## config.mk

```make
export PLATFORM = sky130hd
export DESIGN_NAME = periodic_timer_bank
export DESIGN_NICKNAME = d
export VERILOG_FILES = /design/src/rtl/core/ptb_pkg.sv /design/src/rtl/core/ptb_mem.sv /design/src/rtl/core/ptb_alu.sv /design/src/rtl/core/periodic_timer_bank.sv
export SDC_FILE = /design/constraint.sdc
export NUM_CORES = 2
export LEC_CHECK = 0
export BUFFER_PORTS_ARGS = -buffer_cell sky130_fd_sc_hd__buf_2
export CAP_MARGIN = 15
export CORE_UTILIZATION = 35
export CTS_CLUSTER_SIZE = 14
export DETAILED_ROUTE_END_ITERATION = 6
export HOLD_SLACK_MARGIN = 0.06
export PLACE_DENSITY = 0.54
export SLEW_MARGIN = 15
export SYNTH_ARGS = -nofsm -noshare
export SYNTH_HDL_FRONTEND = slang
export SYNTH_HIERARCHICAL = 1
export SYNTH_SLANG_ARGS = --single-unit
```

## constraint.sdc

```tcl
create_clock -name clk -period 6.1 [get_ports clk]
set_input_delay 0.61 -clock clk [delete_from_list [all_inputs] [get_ports clk]]
set_output_delay 0.61 -clock clk [all_outputs]
set_load 0.02 [all_outputs]
```

## src/rtl/core/ptb_pkg.sv

```systemverilog
// Package for the periodic timer bank: sizes, request kind codes and payload types.
// No dependencies; used by every module under rtl/core.
package ptb_pkg;

  localparam int NUM_TIMERS = 16;
  localparam int SLOT_W     = 4;
  localparam int SLOT_CAP   = 1 << SLOT_W;
  localparam int USED_SLOTS = (NUM_TIMERS < SLOT_CAP) ? NUM_TIMERS : SLOT_CAP;
  localparam int IDX_W      = (USED_SLOTS > 1) ? $clog2(USED_SLOTS) : 1;
  localparam int CNT_W      = $clog2(USED_SLOTS + 1);
  localparam int DATA_W     = 32;

  localparam logic [SLOT_W:0] SLOT_LIMIT = (SLOT_W + 1)'(USED_SLOTS);
  localparam logic [CNT_W-1:0] SCAN_END  = CNT_W'(USED_SLOTS);

  localparam logic [2:0] KIND_TICK    = 3'd0;
  localparam logic [2:0] KIND_START   = 3'd1;
  localparam logic [2:0] KIND_DELETE  = 3'd2;
  localparam logic [2:0] KIND_RELOAD  = 3'd3;
  localparam logic [2:0] KIND_ELAPSED = 3'd4;
  localparam logic [2:0] KIND_REMAIN  = 3'd5;
  localparam logic [2:0] KIND_MARK    = 3'd6;

  localparam logic STATUS_OK   = 1'b0;
  localparam logic STATUS_FAIL = 1'b1;

  typedef struct packed {
    logic [2:0]        kind;
    logic [SLOT_W-1:0] timer_slot;
    logic [DATA_W-1:0] timer_period;
    logic [DATA_W-1:0] mark_tick;
  } in_t;

  typedef struct packed {
    logic              status;
    logic              expired;
    logic [SLOT_W-1:0] result_slot;
    logic [DATA_W-1:0] result_value;
    logic              last;
  } out_t;

endpackage

```

## src/rtl/core/ptb_mem.sv

```systemverilog
// Period and count storage for the timer slots, one shared address, registered read.
// Depends on ptb_pkg.
module ptb_mem
  import ptb_pkg::*;
(
  input  logic              clk,
  input  logic [IDX_W-1:0]  addr,
  input  logic              we_period,
  input  logic              we_count,
  input  logic [DATA_W-1:0] wr_period,
  input  logic [DATA_W-1:0] wr_count,
  output logic [DATA_W-1:0] rd_period,
  output logic [DATA_W-1:0] rd_count
);

  logic [DATA_W-1:0] period_mem [USED_SLOTS];
  logic [DATA_W-1:0] count_mem  [USED_SLOTS];

  always_ff @(posedge clk) begin
    if (we_period) begin
      period_mem[addr] <= wr_period;
    end
    if (we_count) begin
      count_mem[addr] <= wr_count;
    end
    rd_period <= period_mem[addr];
    rd_count  <= count_mem[addr];
  end

endmodule

```

## src/rtl/core/ptb_alu.sv

```systemverilog
// Shared 32-bit adder with carry-in and carry-out; serves increments, subtracts and compares.
// Depends on ptb_pkg.
module ptb_alu
  import ptb_pkg::*;
(
  input  logic [DATA_W-1:0] op_a,
  input  logic [DATA_W-1:0] op_b,
  input  logic              cin,
  output logic [DATA_W-1:0] sum,
  output logic              carry
);

  assign {carry, sum} = {1'b0, op_a} + {1'b0, op_b} + {{DATA_W{1'b0}}, cin};

endmodule

```

## src/rtl/core/periodic_timer_bank.sv

```systemverilog
// Periodic timer bank top level: request sequencer, live bits and system tick.
// Depends on ptb_pkg, ptb_mem and ptb_alu.
//
// Usage: requests arrive on in_valid/in_ready/in_data (kind, timer_slot,
// timer_period, mark_tick); results leave on out_valid/out_ready/out_data.
// Every request ends with one result that has last set. A tick request first
// gives one expiry result per slot whose count reached its period, in slot
// order, then a final result carrying the new system tick.
// in_ready is high only while the sequencer is idle; one request is handled at
// a time. Delete, reload and unknown kinds go straight to the output
// register; elapsed and remaining first read a live slot, ticks-since-mark
// first completes its subtraction, and start first scans for a free slot. A
// tick skips free slots and takes each live one through read, increment and
// compare against period (single shared adder), emitting any expiry before it moves on.
// The output register frees the input side: a new request is taken while a
// result still waits. When the receiver stalls, the sequencer holds at its
// next result until the output register drains.
// Reset (rst_n low, synchronous) frees every slot and clears the system tick;
// period and count storage needs no clearing.
module periodic_timer_bank
  import ptb_pkg::*;
(
  input  logic clk,
  input  logic rst_n,
  input  logic in_valid,
  output logic in_ready,
  input  in_t  in_data,
  output logic out_valid,
  input  logic out_ready,
  output out_t out_data
);

  typedef enum logic [3:0] {
    S_IDLE,
    S_RD,
    S_MARK,
    S_EMIT,
    S_SSCAN,
    S_TSCAN,
    S_TINC,
    S_TCMP,
    S_TEXP
  } state_t;

  state_t                  state_r;
  logic [USED_SLOTS-1:0]   live_r;
  logic [DATA_W-1:0]       sys_tick_r;
  logic [CNT_W-1:0]        idx_r;
  logic [2:0]              kind_r;
  logic [DATA_W-1:0]       period_r;
  logic [DATA_W-1:0]       mark_r;
  logic [DATA_W-1:0]       inc_r;
  logic                    carry_r;
  out_t                    res_r;
  logic                    out_valid_r;
  out_t                    out_data_r;

  logic [IDX_W-1:0]  in_idx;
  logic [IDX_W-1:0]  scan_idx;
  logic              in_slot_live;
  logic              in_fire;
  logic              out_free;
  logic              scan_done;
  logic [IDX_W-1:0]  mem_addr;
  logic              mem_we_period;
  logic              mem_we_count;
  logic [DATA_W-1:0] mem_wr_period;
  logic [DATA_W-1:0] mem_wr_count;
  logic [DATA_W-1:0] rd_period;
  logic [DATA_W-1:0] rd_count;
  logic [DATA_W-1:0] alu_a;
  logic [DATA_W-1:0] alu_b;
  logic              alu_cin;
  logic [DATA_W-1:0] alu_sum;
  logic              alu_carry;

  assign in_ready  = (state_r == S_IDLE);
  assign in_fire   = in_valid && in_ready;
  assign out_valid = out_valid_r;
  assign out_data  = out_data_r;
  assign out_free  = !out_valid_r || out_ready;

  assign in_idx       = in_data.timer_slot[IDX_W-1:0];
  assign scan_idx     = idx_r[IDX_W-1:0];
  assign scan_done    = (idx_r == SCAN_END);
  assign in_slot_live = ({1'b0, in_data.timer_slot} < SLOT_LIMIT) && live_r[in_idx];

  always_comb begin
    mem_addr      = (state_r == S_IDLE) ? in_idx : scan_idx;
    mem_wr_period = (state_r == S_IDLE) ? in_data.timer_period : period_r;
    mem_wr_count  = (state_r == S_TCMP && !alu_carry) ? inc_r : '0;
    mem_we_period = 1'b0;
    mem_we_count  = 1'b0;
    if (in_fire && in_data.kind == KIND_RELOAD && in_slot_live) begin
      mem_we_period = 1'b1;
      mem_we_count  = 1'b1;
    end
    if (state_r == S_SSCAN && !scan_done && !live_r[scan_idx]) begin
      mem_we_period = 1'b1;
      mem_we_count  = 1'b1;
    end
    if (state_r == S_TCMP) begin
      mem_we_count = 1'b1;
    end
  end

  always_comb begin
    alu_a   = '0;
    alu_b   = '0;
    alu_cin = 1'b1;
    case (state_r)
      S_IDLE: begin
        alu_a = sys_tick_r;
        alu_b = ~in_data.mark_tick;
      end
      S_RD: begin
        alu_a = rd_period;
        alu_b = ~rd_count;
      end
      S_MARK: begin
        alu_a   = sys_tick_r;
        alu_b   = ~mark_r;
        alu_cin = carry_r;
      end
      S_TSCAN: begin
        alu_a = sys_tick_r;
      end
      S_TINC: begin
        alu_a = rd_count;
      end
      S_TCMP: begin
        alu_a = inc_r;
        alu_b = ~rd_period;
      end
      default: begin
        alu_cin = 1'b0;
      end
    endcase
  end

  ptb_mem u_mem (
    .clk       (clk),
    .addr      (mem_addr),
    .we_period (mem_we_period),
    .we_count  (mem_we_count),
    .wr_period (mem_wr_period),
    .wr_count  (mem_wr_count),
    .rd_period (rd_period),
    .rd_count  (rd_count)
  );

  ptb_alu u_alu (
    .op_a  (alu_a),
    .op_b  (alu_b),
    .cin   (alu_cin),
    .sum   (alu_sum),
    .carry (alu_carry)
  );

  always_ff @(posedge clk) begin
    if (!rst_n) begin
      state_r     <= S_IDLE;
      live_r      <= '0;
      sys_tick_r  <= '0;
      out_valid_r <= 1'b0;
      idx_r       <= '0;
    end else begin
      if (out_valid_r && out_ready && !(state_r inside {S_EMIT, S_TEXP})) begin
        out_valid_r <= 1'b0;
      end
      case (state_r)
        S_IDLE: begin
          if (in_fire) begin
            kind_r   <= in_data.kind;
            period_r <= in_data.timer_period;
            mark_r   <= in_data.mark_tick;
            carry_r  <= alu_carry;
            idx_r    <= '0;
            res_r    <= '{status: (in_slot_live &&
                                   (in_data.kind inside {KIND_DELETE, KIND_RELOAD}))
                                  ? STATUS_OK : STATUS_FAIL,
                          expired: 1'b0, result_slot: '0,
                          result_value: '0, last: 1'b1};
            case (in_data.kind)
              KIND_TICK:  state_r <= S_TSCAN;
              KIND_START: state_r <= S_SSCAN;
              KIND_MARK:  state_r <= S_MARK;
              KIND_DELETE: begin
                if (in_slot_live) begin
                  live_r[in_idx] <= 1'b0;
                end
                state_r <= S_EMIT;
              end
              KIND_ELAPSED, KIND_REMAIN: begin
                state_r <= in_slot_live ? S_RD : S_EMIT;
              end
              default: state_r <= S_EMIT;
            endcase
          end
        end
        S_RD: begin
          if (kind_r == KIND_ELAPSED) begin
            res_r.status       <= STATUS_OK;
            res_r.result_value <= rd_count;
          end else if (alu_carry) begin
            res_r.status       <= STATUS_OK;
            res_r.result_value <= alu_sum;
          end
          state_r <= S_EMIT;
        end
        S_MARK: begin
          res_r.status       <= STATUS_OK;
          res_r.result_value <= alu_sum;
          state_r            <= S_EMIT;
        end
        S_SSCAN: begin
          if (scan_done) begin
            state_r <= S_EMIT;
          end else if (!live_r[scan_idx]) begin
            live_r[scan_idx]  <= 1'b1;
            res_r.status      <= STATUS_OK;
            res_r.result_slot <= SLOT_W'(idx_r);
            state_r           <= S_EMIT;
          end else begin
            idx_r <= idx_r + 1'b1;
          end
        end
        S_TSCAN: begin
          if (scan_done) begin
            sys_tick_r         <= alu_sum;
            res_r.status       <= STATUS_OK;
            res_r.result_value <= alu_sum;
            state_r            <= S_EMIT;
          end else if (live_r[scan_idx]) begin
            state_r <= S_TINC;
          end else begin
            idx_r <= idx_r + 1'b1;
          end
        end
        S_TINC: begin
          inc_r   <= alu_sum;
          state_r <= S_TCMP;
        end
        S_TCMP: begin
          if (alu_carry) begin
            state_r <= S_TEXP;
          end else begin
            idx_r   <= idx_r + 1'b1;
            state_r <= S_TSCAN;
          end
        end
        S_TEXP: begin
          if (out_free) begin
            out_valid_r <= 1'b1;
            out_data_r  <= '{status: STATUS_OK, expired: 1'b1,
                             result_slot: SLOT_W'(idx_r), result_value: '0,
                             last: 1'b0};
            idx_r       <= idx_r + 1'b1;
            state_r     <= S_TSCAN;
          end
        end
        S_EMIT: begin
          if (out_free) begin
            out_valid_r <= 1'b1;
            out_data_r  <= res_r;
            state_r     <= S_IDLE;
          end
        end
        default: state_r <= S_IDLE;
      endcase
    end
  end

endmodule

```

# Word-level counts from Yosys, hierarchy flattened
# Memories as Yosys holds them, arrays and structs flattened. A register that Yosys moved wholly into a read port is not among the register bits.
# Index checks and enable logic that the tools add are counted.
# Widths: inputs -> output; s select.
[op_classes]
magnitude_cmp = 4
reduce_logical = 40
n_eq_ne = 31
add_sub_neg = 3
n_bitwise = 7
n_mux = 67
[op_table]
columns = ["operator", "count"]
rows = [
  ["$pmux 32 s4", 3],
  ["$mux 32", 5],
  ["$not 32->32", 4],
  ["$mux 39", 3],
  ["$mux 16", 5],
  ["$pmux 39 s2", 1],
  ["$mux 4", 11],
  ["$mux 5", 7],
  ["$add 32x32->33", 1],
  ["$add 33x1->33", 1],
  ["$pmux 16 s2", 1],
  ["$pmux 4 s8", 1],
  ["$pmux 5 s5", 1],
  ["$mux 1", 20],
  ["$and 16x16->16", 1],
  ["$eq 4x3->1 const B", 4],
  ["$ne 2x2->1 const B", 8],
  ["$not 16->16", 1],
  ["$or 16x16->16", 1],
  ["$reduce_and 5->1", 3],
  ["$eq 3x3->1 const B", 4],
  ["$pmux 3 s4", 1],
  ["$logic_and 1x1->1", 11],
  ["$lt 4x5->1 const B", 2],
  ["32 further kinds", 52],
]
[word_totals]
inputBits = 75
elab_cells = 172
ff_bits = 234
mem_count = 2
ram_bits = 1024
[memory_table]
columns = ["memory", "depth", "width", "read_ports", "rd_ports_with_merged_regs", "write_ports", "line", "source"]
rows = [
  ["u_mem.count_mem", 16, 32, 1, 1, 1, "ptb_mem.sv:17", "logic [DATA_W-1:0] count_mem [USED_SLOTS];"],
  ["u_mem.period_mem", 16, 32, 1, 1, 1, "ptb_mem.sv:16", "logic [DATA_W-1:0] period_mem [USED_SLOTS];"],
]

# Longest topological paths before layout
[logic_depth]
depth_word = 10
mapped_depth = 23
ltp_nobuf = 20

# Modules after synthesis
# Netlist, hierarchy kept.
[by_module_without_submodules]
columns = ["mod", "seq_area_each_um2", "cells_each", "n_inst", "area_each_um2"]
rows = [
  ["ptb_mem", 32030.7, 1673, 1, 39615.5],
  ["periodic_timer_bank", 6446.2, 1031, 1, 11126.9],
  ["ptb_alu", 0.0, 260, 1, 1854.3],
]

# Least setup slack after synthesis
# OpenSTA, ideal clock, no wires.
[synth_path]
path_kind = "flip-flop to flip-flop"
from = "register state_r[1]"
to = "register res_r[10] (netlist bit) (enable)"
setup_ns = 0.421
arrival_ns = 5.010
setup_slack_ns = 0.669
n_path_buf = 4
path_stages_with_launch = 22
path_cell_list = "dfxtp_1 -> buf_4 -> buf_6 -> clkbuf_1 -> nor2_1 -> nor2_1 -> nor2_1 -> clkbuf_1 -> nand2_1 -> nand2_1 -> fa_1 -> fa_1 -> a211oi_2 -> o21ai_1 -> o21a_1 -> o2111ai_1 -> and3b_1 -> o21ai_1 -> o221a_2 -> nor2_1 -> a211o_1 -> nor2_1"
[synth_via]
elab_chain_len = 7
[synth_lines]
columns = ["item", "line", "source"]
rows = [
  ["start: declaration", "periodic_timer_bank.sv:45", "state_t state_r;"],
  ["start signal: assignment", "periodic_timer_bank.sv:195", "state_r <= in_slot_live ? S_RD : S_EMIT;"],
  ["$eq 4x3->1 (tied with other cells)", "periodic_timer_bank.sv:111", "case (state_r)"],
  ["$reduce_or 3->1 (no line)", "--", ""],
  ["$pmux 32 s4 (*)", "periodic_timer_bank.sv:111", ""],
  ["net alu_a[0]", "periodic_timer_bank.sv:71", "logic [DATA_W-1:0] alu_a;"],
  ["$add 32x32->33 (*)", "ptb_alu.sv:13", "assign {carry, sum} = {1'b0, op_a} + {1'b0, op_b} + {{DATA_W{1'b0}}, cin};"],
  ["$add 33x1->33 (*)", "ptb_alu.sv:13", ""],
  ["net alu_carry", "periodic_timer_bank.sv:75", "logic alu_carry;"],
  ["$ne 3x3->1 (no line) (*)", "--", ""],
  ["$reduce_and 5->1 (no line) (*)", "--", ""],
  ["end signal: assignment", "periodic_timer_bank.sv:179", "res_r <= '{status: (in_slot_live &&"],
  ["end: declaration", "periodic_timer_bank.sv:54", "out_t res_r;"],
]
# The timed path passes the listed nets; every way through them passes the cells marked *.
# A chain may end at the register's enable or synchronous reset.

# Worst setup path in the final report
[layout_path]
from = "register state_r[0]"
to = "register res_r[6] (netlist bit) (enable)"
[layout_lines]
columns = ["item", "line", "source"]
rows = [
  ["$eq 4x3->1 (tied with other cells)", "periodic_timer_bank.sv:111", ""],
  ["$pmux 32 s4 (*)", "periodic_timer_bank.sv:111", ""],
  ["net alu_b[0]", "periodic_timer_bank.sv:72", "logic [DATA_W-1:0] alu_b;"],
  ["$add 32x32->33 (*)", "ptb_alu.sv:13", ""],
  ["$add 33x1->33 (*)", "ptb_alu.sv:13", ""],
  ["net alu_carry", "periodic_timer_bank.sv:75", ""],
  ["$ne 3x3->1 (no line) (*)", "--", ""],
  ["$reduce_and 5->1 (no line) (*)", "--", ""],
]
# Marked as above.

==> results.txt <==
----------------------------------------------------
[STA]
  Final slew viol count ... 0
  Fmax ... between 0.15 and 0.2 GHz
  Endpoints failing setup ... 0
  Post-Route Skew ... between 0.03 and 0.04 ns
  Final hold violations ... 0
  Transition time of the tightest slew-check pin ... 0.9992 ns
  Setup repair after global routing missed its margin ... false
  Summed negative setup slack over all endpoints ... 0 ns
  Fin crit period ... approximately 5.7 ns
  Headroom to the max-slew limit ... between 30% and 40%
  Period utilisation layout ... approximately 94%

[Clock network]
  Clock input transition at the sequential cells of the worst setup and hold paths ... 0.06 ns
  Post-cts repair resize count ... 0
  Clock root buffer ... clkbuf_16
  Count of hold buffers inserted by post-cts repair ... 50
  CTS tree ... built
  Later-pin clock latency in the skew report ... 0.78 ns
  Number of buffers between clock root and the deepest sink ... 3
  Htree depth ... 4
  Total clock buffers created by CTS ... 140
  Post-CTS setup-driven buffer insertion count ... 0
  Clock sinks ... ~1,300

[Floorplanning]
  Die extent in x ... between 300 and 400 um
  Number of placement rows ... approximately 140
  Y dimension of the die ... a little under 400 um
  Floorplan core area ... about 150,000 um2
  Initial standard-cell utilization of the core ... a little over a third
  I/O Pins ... 116
  Die ar. ... roughly 150,000 um2

[Yosys]
  Synth top area cells ... edfxtp_1 69%, mux4_2 11%, dfxtp_1 4.6%
  Net count after synthesis ... between 3,000 and 4,000
  Most numerous cell in the Yosys netlist ... edfxtp_1
  Avg Inst Size Synth ... around 18 um2
  Number of distinct library cells after synthesis ... just over 90
  Most used standard cells in the synthesized netlist ... 1,200 x edfxtp_1, 356 x nand2_1, 262 x mux4_2, 133 x a22oi_1, 122 x dfxtp_1
  Prevailing post-synth register cell ... edfxtp_1
  Share of synthesized flip-flops with an asynchronous set or reset ... 0%
  Netlist Area Pre-Place ... 52,600 um2
  Yosys warns ... 6
  Count of flip-flops with a built-in enable after synthesis ... 1,200
  Top cell type's share of synthesized area ... 68.51%
  Synthesized instance count ... between 2,000 and 3,000
  Leading area contributor after synthesis ... edfxtp_1
  Number of register bits inferred by synthesis ... 1,322
  Sequential-to-total area share from yosys stat ... between 70 and 80%

[Pwr]
  Total power after layout ... approximately 28 mW
  Leakage power ... roughly 21 nW
  Power density normalized to cell area ... 463.7 nW/um2
  Worst vdd ir ... between 0.3 and 0.4 mV

[Worst setup path]
  Worst R2R Setup Slack ... between 0.3 and 0.4 ns
  Worst path required time ... 6.49 ns
  Critical path data arrival time ... 6.13 ns
  Worst Setup End Kind ... flop
  Class of the most critical setup path ... reg -> reg
  Type of origin of the critical path ... flop
  Critical-path maximum fanout ... 32

[Detailed routing]
  Drt total wl ... about 150,000 um
  Number of DRC violations after detailed routing ... 5
  Total iterations of the first detailed-routing run ... 7
  Vias ... 29,369
  Post-route antenna net violation count ... 0
  Detailed-route vias per instance ... 5.528
  Number of DRC markers in iteration 0 ... around 3,600
  Average wire length per cell after detail routing ... 28.14 um

[Status]
  Outcome ... complete, but fails checks
  Failing checks ... design-rule violations

[Placement]
  Total cell area at the placement stage ... between 50,000 and 60,000 um2
  Detail Placement HPWL ... around 89,000 um
  Cell count after placement ... 5,010
  Number of input and output port buffers inserted ... between 100 and 150
  Weighted congestion at the end of routability-driven global placement ... 0.8923

[Layout]
  Layout-stage area growth over the synthesis result ... 16.45%
  Post-layout instance area ... about 61,000 um2
  Non-Filler Instances ... 5,313
  Core Util, Final ... between 40% and 50%
  Multi-input logic area ... about 14,000 um2
  Fill count ... between 10,000 and 15,000
  Number of nets in the finished design ... 3,312
  Area occupied by registers ... about 38,000 um2
  Share of final-layout standard cells stronger than drive strength 1 ... between 20% and 30%

[Job]
  Max Cap Violations ... 0

[Global routing]
  Maximum number of pins on one net before global-route repair ... ~130
  Via count of the first global-routing pass ... ~29,000
  Initial antenna violation count ... 9
  Overall global routing resource usage ... 19.57%
  Global-route wire length before repair ... about 210,000 um
  Residual overflow from global routing ... 0

[Min path]
  Hold crit path type ... in -> reg

----------------------------------------------------
==> metal layers <==
| metal | GRT usage, % | vias to the layer above | part of all wire [%] |
|---|---|---|---|
| li1 | - | 12486 | - |
| met1 | 28.01 | 15540 | 44 |
| met2 | 30.74 | 1157 | 47 |
| met3 | 3.701 | 184 | 7.1 |
| met4 | 4.760 | 2 | 1.9 |
| met5 | 0 | - | 0.0087 |
==> flip-flops by register name, indices dropped and copies added (netlist names), 32 cells and up <==
register	flops
u_mem/rd_period	32
u_mem/count_mem	512
period_r	32
u_mem/rd_count	32
out_data	39
u_mem/period_mem	512
inc_r	32
sys_tick_r	32
mark_r	32
res_r	37
==> power by group <==
| part | switching [mW] | internal, mW |
|---|---|---|
| Sequential | 0.567 | 11.2 |
| Combinational | 5.24 | 3.06 |
| Clock | 3.62 | 4.74 |
==> per-stage QoR <==
step | hold WS (ns) | worst slack [ns]
4_1_cts | 0.06702 | 0.4510
3_3_place_gp | 0.4422 | 0.6476
2_1_floorplan | 0.4366 | 0.6692
6_report | 0.09982 | 0.3598
3_5_place_dp | 0.4466 | 0.5133
5_1_grt | 0.07275 | 0.08023
==> worst paths after layout <==
check	startpoint	to	depth (start not counted)
min	in_data[28]	mark_r[28]	1
max	state_r[0]	res_r[6]	16
max reg2reg	state_r[0]	res_r[6]	16
min reg2reg	sys_tick_r[27]	sys_tick_r[27]	2
==> logic make-up (layout without fill, tap and decap cells) <==
family | Yosys count | after routing | synth area share, %
other | 0 | 2 | 0
adders and majority gates | 37 | 37 | 0.9087
DFF | 1322 | 1322 | 73.15
muxes | 276 | 276 | 11.53
xor gates and xnor gates | 27 | 27 | 0.4496
AOI/OAI and AO/OA | 473 | 473 | 6.887
buffers and inverters | 199 | 544 | 1.675
and+or+nand+nor | 630 | 630 | 5.395
==> layout by cell type (no fill, tap or decap), types with 34 or more instances in the layout <==
cell	count
a21oi_1	68
a22oi_1	133
and2_1	38
and3_1	43
buf_2	115
buf_4	93
clkbuf_1	34
clkbuf_16	142
dfxtp_1	122
dlygate4sd3_1	50
edfxtp_1	1200
ha_1	35
mux4_2	262
nand2_1	355
nor2_1	57
nor2_4	35
o221ai_1	34
==> worst max-delay path: stages (launching register included) <==
cell       delay [ns]
dfxtp_1          0.71
nand2_1          0.27
nor2_1           0.18
nand2_1          0.27
o221ai_1         0.32
fa_1             0.30
fa_1             0.29
a211oi_2         0.10
o21ai_1          0.42
o21a_1           0.31
o2111ai_1        0.16
and3b_1          0.24
o21ai_1          0.23
o221a_2          0.32
nor2_1           0.07
a211o_1          0.35
nor2_4           0.78
==> layout make-up <==
type	instances	area share, %
clock inverter	60	1.011
clock buffer	191	6.347
inverter	19	0.1164
tap	2002	4.090
sequential	1322	62.82
antenna	2	0.008171
multi-input combinational	1443	22.19
timing repair buffer	274	3.420
(Power assumes the default switching activity.)
